<file path="src/hw/rtl/aes_pkg.sv">
// Shared types, constants and round functions of the AES block cipher.
// Holds the S-box table and the byte-level transforms used by the key
// schedule and the round stages. No dependencies.
package aes_pkg;

  localparam int MAX_ROUNDS = 14;
  localparam int NUM_RK     = MAX_ROUNDS + 1;
  localparam int NUM_STAGES = MAX_ROUNDS + 1;

  // configuration register indexes
  localparam logic [2:0] REG_KEY_LENGTH = 3'd0;
  localparam logic [2:0] REG_KEY_WORD_A = 3'd1;
  localparam logic [2:0] REG_KEY_WORD_D = 3'd4;

  // key length codes
  localparam logic [1:0] KLEN_128 = 2'd0;
  localparam logic [1:0] KLEN_192 = 2'd1;
  localparam logic [1:0] KLEN_256 = 2'd2;

  typedef struct packed {
    logic        op;
    logic [63:0] block_upper;
    logic [63:0] block_lower;
  } aes_in_t;

  typedef struct packed {
    logic [63:0] result_upper;
    logic [63:0] result_lower;
  } aes_out_t;

  typedef struct packed {
    logic         op;
    logic [127:0] st;
  } aes_pipe_t;

  typedef struct packed {
    logic first;
    logic active;
    logic last;
  } aes_stage_ctrl_t;

  typedef logic [NUM_RK-1:0][127:0] aes_rk_t;

  localparam logic [2047:0] SBOX_TBL = {
    128'h637c777bf26b6fc53001672bfed7ab76, 128'hca82c97dfa5947f0add4a2af9ca472c0,
    128'hb7fd9326363ff7cc34a5e5f171d83115, 128'h04c723c31896059a071280e2eb27b275,
    128'h09832c1a1b6e5aa0523bd6b329e32f84, 128'h53d100ed20fcb15b6acbbe394a4c58cf,
    128'hd0efaafb434d338545f9027f503c9fa8, 128'h51a3408f929d38f5bcb6da2110fff3d2,
    128'hcd0c13ec5f974417c4a77e3d645d1973, 128'h60814fdc222a908846eeb814de5e0bdb,
    128'he0323a0a4906245cc2d3ac629195e479, 128'he7c8376d8dd54ea96c56f4ea657aae08,
    128'hba78252e1ca6b4c6e8dd741f4bbd8b8a, 128'h703eb5664803f60e613557b986c11d9e,
    128'he1f8981169d98e949b1e87e9ce5528df, 128'h8ca1890dbfe6426841992d0fb054bb16
  };

  function automatic logic [7:0] sbox(input logic [7:0] x);
    return SBOX_TBL[2047 - 8 * int'(x) -: 8];
  endfunction

  // inverse affine map of the S-box
  function automatic logic [7:0] aff_inv(input logic [7:0] b);
    return {b[6:0], b[7]} ^ {b[4:0], b[7:5]} ^ {b[1:0], b[7:2]} ^ 8'h05;
  endfunction

  // the field inverse equals aff_inv(sbox(y)), so one table serves both ways
  function automatic logic [7:0] inv_sbox(input logic [7:0] b);
    return aff_inv(sbox(aff_inv(b)));
  endfunction

  function automatic logic [7:0] xt(input logic [7:0] a);
    return {a[6:0], 1'b0} ^ (a[7] ? 8'h1b : 8'h00);
  endfunction

  function automatic logic [31:0] sub_word(input logic [31:0] w);
    return {sbox(w[31:24]), sbox(w[23:16]), sbox(w[15:8]), sbox(w[7:0])};
  endfunction

  function automatic logic [127:0] sub_bytes(input logic [127:0] s);
    logic [127:0] t;
    for (int i = 0; i < 16; i++) t[127 - 8 * i -: 8] = sbox(s[127 - 8 * i -: 8]);
    return t;
  endfunction

  function automatic logic [127:0] inv_sub_bytes(input logic [127:0] s);
    logic [127:0] t;
    for (int i = 0; i < 16; i++) t[127 - 8 * i -: 8] = inv_sbox(s[127 - 8 * i -: 8]);
    return t;
  endfunction

  // byte i sits at bits 127-8i; byte r+4c is row r, column c
  function automatic logic [127:0] shift_rows(input logic [127:0] s);
    logic [127:0] t;
    for (int r = 0; r < 4; r++)
      for (int c = 0; c < 4; c++)
        t[127 - 8 * (r + 4 * c) -: 8] = s[127 - 8 * (r + 4 * ((c + r) % 4)) -: 8];
    return t;
  endfunction

  function automatic logic [127:0] inv_shift_rows(input logic [127:0] s);
    logic [127:0] t;
    for (int r = 0; r < 4; r++)
      for (int c = 0; c < 4; c++)
        t[127 - 8 * (r + 4 * ((c + r) % 4)) -: 8] = s[127 - 8 * (r + 4 * c) -: 8];
    return t;
  endfunction

  function automatic logic [127:0] mix_columns(input logic [127:0] s);
    logic [127:0] t;
    logic [7:0]   a0, a1, a2, a3;
    for (int c = 0; c < 4; c++) begin
      a0 = s[127 - 32 * c -: 8];
      a1 = s[119 - 32 * c -: 8];
      a2 = s[111 - 32 * c -: 8];
      a3 = s[103 - 32 * c -: 8];
      t[127 - 32 * c -: 8] = xt(a0) ^ xt(a1) ^ a1 ^ a2 ^ a3;
      t[119 - 32 * c -: 8] = a0 ^ xt(a1) ^ xt(a2) ^ a2 ^ a3;
      t[111 - 32 * c -: 8] = a0 ^ a1 ^ xt(a2) ^ xt(a3) ^ a3;
      t[103 - 32 * c -: 8] = xt(a0) ^ a0 ^ a1 ^ a2 ^ xt(a3);
    end
    return t;
  endfunction

  function automatic logic [127:0] inv_mix_columns(input logic [127:0] s);
    logic [127:0] t;
    logic [7:0]   a [4];
    logic [7:0]   m2 [4];
    logic [7:0]   m4 [4];
    logic [7:0]   m8 [4];
    logic [7:0]   m9 [4];
    logic [7:0]   mb [4];
    logic [7:0]   md [4];
    logic [7:0]   me [4];
    for (int c = 0; c < 4; c++) begin
      for (int k = 0; k < 4; k++) begin
        a[k]  = s[127 - 32 * c - 8 * k -: 8];
        m2[k] = xt(a[k]);
        m4[k] = xt(m2[k]);
        m8[k] = xt(m4[k]);
        m9[k] = m8[k] ^ a[k];
        mb[k] = m8[k] ^ m2[k] ^ a[k];
        md[k] = m8[k] ^ m4[k] ^ a[k];
        me[k] = m8[k] ^ m4[k] ^ m2[k];
      end
      t[127 - 32 * c -: 8] = me[0] ^ mb[1] ^ md[2] ^ m9[3];
      t[119 - 32 * c -: 8] = m9[0] ^ me[1] ^ mb[2] ^ md[3];
      t[111 - 32 * c -: 8] = md[0] ^ m9[1] ^ me[2] ^ mb[3];
      t[103 - 32 * c -: 8] = mb[0] ^ md[1] ^ m9[2] ^ me[3];
    end
    return t;
  endfunction

endpackage

</file>
<file path="src/hw/rtl/aes_key_expand.sv">
// Key registers and sequential AES key schedule, one word per cycle.
// Depends on aes_pkg.
module aes_key_expand import aes_pkg::*; (
  input  logic        clk_i,
  input  logic        rst_ni,
  input  logic        cfg_we_i,
  input  logic [2:0]  cfg_idx_i,
  input  logic [63:0] cfg_wdata_i,
  output aes_rk_t     rk_o,
  output logic [1:0]  klen_o,
  output logic        busy_o
);

  logic [1:0]  klen_q, klen_d;
  logic [63:0] kw_q [4];
  logic        busy_q, busy_d;
  logic [5:0]  cnt_q, cnt_d;
  logic [2:0]  ph_q, ph_d;
  logic [7:0]  rcon_q, rcon_d;
  logic [31:0] win_q [8];
  aes_rk_t     rk_q;

  logic [1:0]  len;
  logic [3:0]  nk;
  logic [5:0]  last_word;
  logic [31:0] tmp, new_word, far_word;
  logic        restart;

  always_comb begin
    len = (klen_q == 2'd3) ? KLEN_256 : klen_q;
    case (len)
      KLEN_128: begin nk = 4'd4; last_word = 6'd43; far_word = win_q[3]; end
      KLEN_192: begin nk = 4'd6; last_word = 6'd51; far_word = win_q[5]; end
      default:  begin nk = 4'd8; last_word = 6'd59; far_word = win_q[7]; end
    endcase
  end

  always_comb begin
    tmp    = win_q[0];
    rcon_d = rcon_q;
    if ({2'b00, cnt_q} < {4'd0, nk}) begin
      new_word = cnt_q[0] ? kw_q[cnt_q[2:1]][31:0] : kw_q[cnt_q[2:1]][63:32];
    end else begin
      if (ph_q == 3'd0) begin
        tmp    = sub_word({win_q[0][23:0], win_q[0][31:24]}) ^ {rcon_q, 24'd0};
        rcon_d = xt(rcon_q);
      end else if (nk == 4'd8 && ph_q == 3'd4) begin
        tmp = sub_word(win_q[0]);
      end
      new_word = far_word ^ tmp;
    end
  end

  assign restart = cfg_we_i && (cfg_idx_i <= REG_KEY_WORD_D);

  always_comb begin
    klen_d = klen_q;
    if (cfg_we_i && cfg_idx_i == REG_KEY_LENGTH) klen_d = cfg_wdata_i[1:0];
    busy_d = busy_q;
    cnt_d  = cnt_q;
    ph_d   = ph_q;
    if (busy_q) begin
      cnt_d  = cnt_q + 6'd1;
      ph_d   = ({1'b0, ph_q} == nk - 4'd1) ? 3'd0 : ph_q + 3'd1;
      busy_d = (cnt_q != last_word);
    end
    if (restart) begin
      busy_d = 1'b1;
      cnt_d  = '0;
      ph_d   = '0;
    end
  end

  always_ff @(posedge clk_i or negedge rst_ni) begin
    if (!rst_ni) begin
      klen_q <= KLEN_128;
      busy_q <= 1'b1;
      cnt_q  <= '0;
      ph_q   <= '0;
      rcon_q <= 8'h01;
      for (int i = 0; i < 4; i++) kw_q[i] <= '0;
    end else begin
      klen_q <= klen_d;
      busy_q <= busy_d;
      cnt_q  <= cnt_d;
      ph_q   <= ph_d;
      if (restart) rcon_q <= 8'h01;
      else if (busy_q) rcon_q <= rcon_d;
      for (int i = 0; i < 4; i++)
        if (cfg_we_i && cfg_idx_i == REG_KEY_WORD_A + 3'(i)) kw_q[i] <= cfg_wdata_i;
    end
  end

  always_ff @(posedge clk_i) begin
    if (busy_q && !restart) begin
      win_q[0] <= new_word;
      for (int i = 1; i < 8; i++) win_q[i] <= win_q[i-1];
      for (int r = 0; r < NUM_RK; r++)
        for (int w = 0; w < 4; w++)
          if (cnt_q == 6'(4 * r + w)) rk_q[r][127 - 32 * w -: 32] <= new_word;
    end
  end

  assign rk_o   = rk_q;
  assign klen_o = len;
  assign busy_o = busy_q;

endmodule

</file>
<file path="config.mk">
export PLATFORM = sky130hd
export DESIGN_NAME = aes_key_expand
export DESIGN_NICKNAME = d
export VERILOG_FILES = /design/src/hw/rtl/aes_pkg.sv /design/src/hw/rtl/aes_key_expand.sv
export SDC_FILE = /design/constraint.sdc
export NUM_CORES = 2
export LEC_CHECK = 0
export ABC_AREA = 0
export BUFFER_PORTS_ARGS = -buffer_cell sky130_fd_sc_hd__buf_2
export CORE_AREA = 10 10 776 778
export DETAILED_ROUTE_END_ITERATION = 10
export DIE_AREA = 0 0 786 788
export SYNTH_ARGS = -nofsm -noshare
export SYNTH_HDL_FRONTEND = slang
export SYNTH_SLANG_ARGS = --single-unit
</file>
<file path="constraint.sdc">
create_clock -name clk_i -period 32.9 [get_ports clk_i]
set_clock_uncertainty 0.2 [all_clocks]
set_input_delay 4.935 -clock clk_i [delete_from_list [all_inputs] [get_ports clk_i]]
set_output_delay 4.935 -clock clk_i [all_outputs]
set_load 0.05 [all_outputs]
</file>
==> results.toml <==
[clock_tree]
cts_resized = 0
cts_tree = "yes"
clkTransAtPathRegs_ns = 0.06
postCtsHoldBufs = 0
cts.sinks = 2452
post-cts-setup-buffer-count = 0
htreeDepth = 5
clk_latency_ns = 0.99
cts_made_buffers = 265
cts.root.buffer_cell = "clkbuf_16"
cts_buffer_depth = 4

[power]
ir_worst_vdd_uv = 98.67
power_mw = 13.58
leakagePower_nw = 43.13
power_density_nw_per_um2 = 110.5

[drt]
drt_pass1_iterations = 6
vias_per_cell = 4.109
drtAntennaViolNets = 0
drc_errors = 0
drt-total-wl_um = 440100
wl_per_cell_um = 28.00
routed-via-count = 64590
drt-initial-drc-count = 9913

[logic_synthesis]
synth-seq-cells = 2452
async_reset_ff_frac = 0.1126
syn_area_sq_um = 93830
synth_top_area_frac = 0.6964
synthCells = 5543
postSynthNetCount = 5680
avgSynthCellArea_sq_um = 16.93
yosysWarningCount = 0
synth_edf_count = 2176
synth_area_leader_cell = "edfxtp_1"
synthTopCellsByArea = "edfxtp_1 (70%), dfrtp_1 (7.3%), mux2_2 (3.2%)"
ys.flop_type = "edfxtp_1"
seq_area_frac_synth = 0.7700
ys_types = 103

[placed_design]
placedInstanceArea_sq_um = 114300
dp.final_hpwl_um = 311900
gp_routability_congestion = 0.9078
port_buffers = 1992

[sta]
finalSetupTns_ns = 0
fmax_mhz = 125.6
relSlewSlack = 0.09897
tightest_slew_ns = 1.349
fin_crit_sh = 0.2421
setup_viol = 0
hold_viol = 0
drv_slew = 0
min_period_ns = 7.964
holdWs_ns = 0.1390
rsz0062_at_grt = "no"

[critical_path]
worstPathArrival_ns = 8.24
critPathCaptureType = "flip-flop"
path_class = "in2reg"
cp_max_fo = 24
required_ns = 33.18
worstSetupStartpointType = "input port"

[floorplanning]
dieArea_sq_um = 619400
dieHeight_um = 788
die_w_um = 786
core.rowCount = 282
ios = 1993
initial_core_util = 0.1598
coreArea_sq_um = 587100

[cells_and_area]
fin_nets = 7784
drive_above_1_share = 0.3962
post-route-util = 0.2093
layout_commonest_cell = "edfxtp_1"
mostFrequentLayoutCells = "edfxtp_1 (2176), buf_2 (1991), dfrtp_1 (269), nand2_1 (268), clkbuf_16 (266)"
area_growth_syn_to_layout_pct = 30.99
postLayoutCellArea_sq_um = 122900

[run]
maxCapViolations = 0

[status]
outcome = "complete, no violations"

[global_route]
antenna_found_initial = 110
grt_pass1_vias = 60640
grt_usage = 0.1326
grt_pass1_wl_um = 570900
overflow = 0
grt_max_degree = 155

[worst_hold_path]
hp-class = "reg2reg"
[power by group]
part,switching [mW],leakage [nW],total (mW),internal [mW]
sequential,0.118,23.2,4.61,4.49
combinational,4.79,15.8,6.03,1.24
clock,1.31,4.08,2.94,1.63
total,6.22,43.1,13.6,7.36
[registers in the layout, summed over array words and instances (netlist names)]
register	count
klen_q	2
kw_q	256
win_q	256
cnt_q	6
rk_o	1920
ph_q	3
busy_o	1
rcon_q	8
[Yosys cell counts, drive strengths merged (28+ instances only)]
master	number
a211oi	45
a21oi	242
a311oi	51
a31oi	46
and2	35
and3	52
buf	189
clkbuf	182
dfrtp	274
edfxtp	2176
ha	67
inv	46
mux2	266
mux2i	58
mux4	94
nand2	277
nand2b	96
nand3	106
nor2	249
nor2b	91
nor3	98
o211ai	63
o21ai	192
o311ai	39
or2	28
xnor2	38
[stage by stage]
| stage | instances | setup slack, ns |
|---|---|---|
| finish | 15720 | 24.94 |
| CTS | 15660 | 24.93 |
| floorplan | 5543 | 16.55 |
| global route | 15670 | 24.85 |
| global placement | 15190 | 23.98 |
| detailed placement | 15190 | 23.93 |
[cell type report]
cell class	instances	area [sq um]
Clock buffer	336	7009
Inverter	53	198.9
Antenna cell	59	147.6
Fill cell	62360	464200
Timing Repair Buffer	2208	11630
Multi-Input combinational cell	2667	20420
Sequential cell	2452	72260
Clock inverter	136	1470
Tap cell	7810	9772
[path summary, 6_finish.rpt]
| check | startpoint | endpoint | slack, ns | cells after the start |
|---|---|---|---|---|
| worst min-delay path | win_q[1][83]$_DFFE_PP_ | win_q[1][115]$_DFFE_PP_ | 0.14 | 0 |
| max in group asynchronous | rst_ni | kw_q[211]$_DFFE_PN0P_ | 26.58 | 3 |
| worst min register to register | win_q[1][83]$_DFFE_PP_ | win_q[1][115]$_DFFE_PP_ | 0.14 | 0 |
| worst max register to register | win_q[0][9]$_DFFE_PP_ | rk_o[1844]$_DFFE_PP_ | 25.53 | 15 |
| min in group asynchronous | rst_ni | kw_q[109]$_DFFE_PN0P_ | 3.81 | 1 |
| worst max-delay path | cfg_idx_i[0] | rk_o[29]$_DFFE_PP_ | 24.94 | 7 |
[worst max-delay path, cell delays in order]
cell and delay, ns:
buf_2 0.21, o21ai_0 0.19, nand2_1 0.30, and2_4 0.50, nand2_4 0.69, nor2_4 0.56, buf_4 0.53
[layer usage]
layer  track usage  vias to the layer above  routed length (um)
met2        0.2269                     4714              214400
met3       0.04044                      803               49660
met5             0                        -                 226
li1              -                    25970                   -
met4       0.04652                       30               17350
met1        0.1569                    33080              158500
[cells by family after synthesis]
group                      after synthesis  synth area share
buffers and inverters                  424           0.02183
DFF                                   2452            0.7700
and+or+nand+nor                       1129           0.05991
muxes                                  418           0.06067
xor gates and xnor gates                47          0.004387
adders and majority gates               67          0.008934
AOI/OAI and AO/OA                     1006           0.07422
Note: power is estimated with default switching activity, not from simulation.
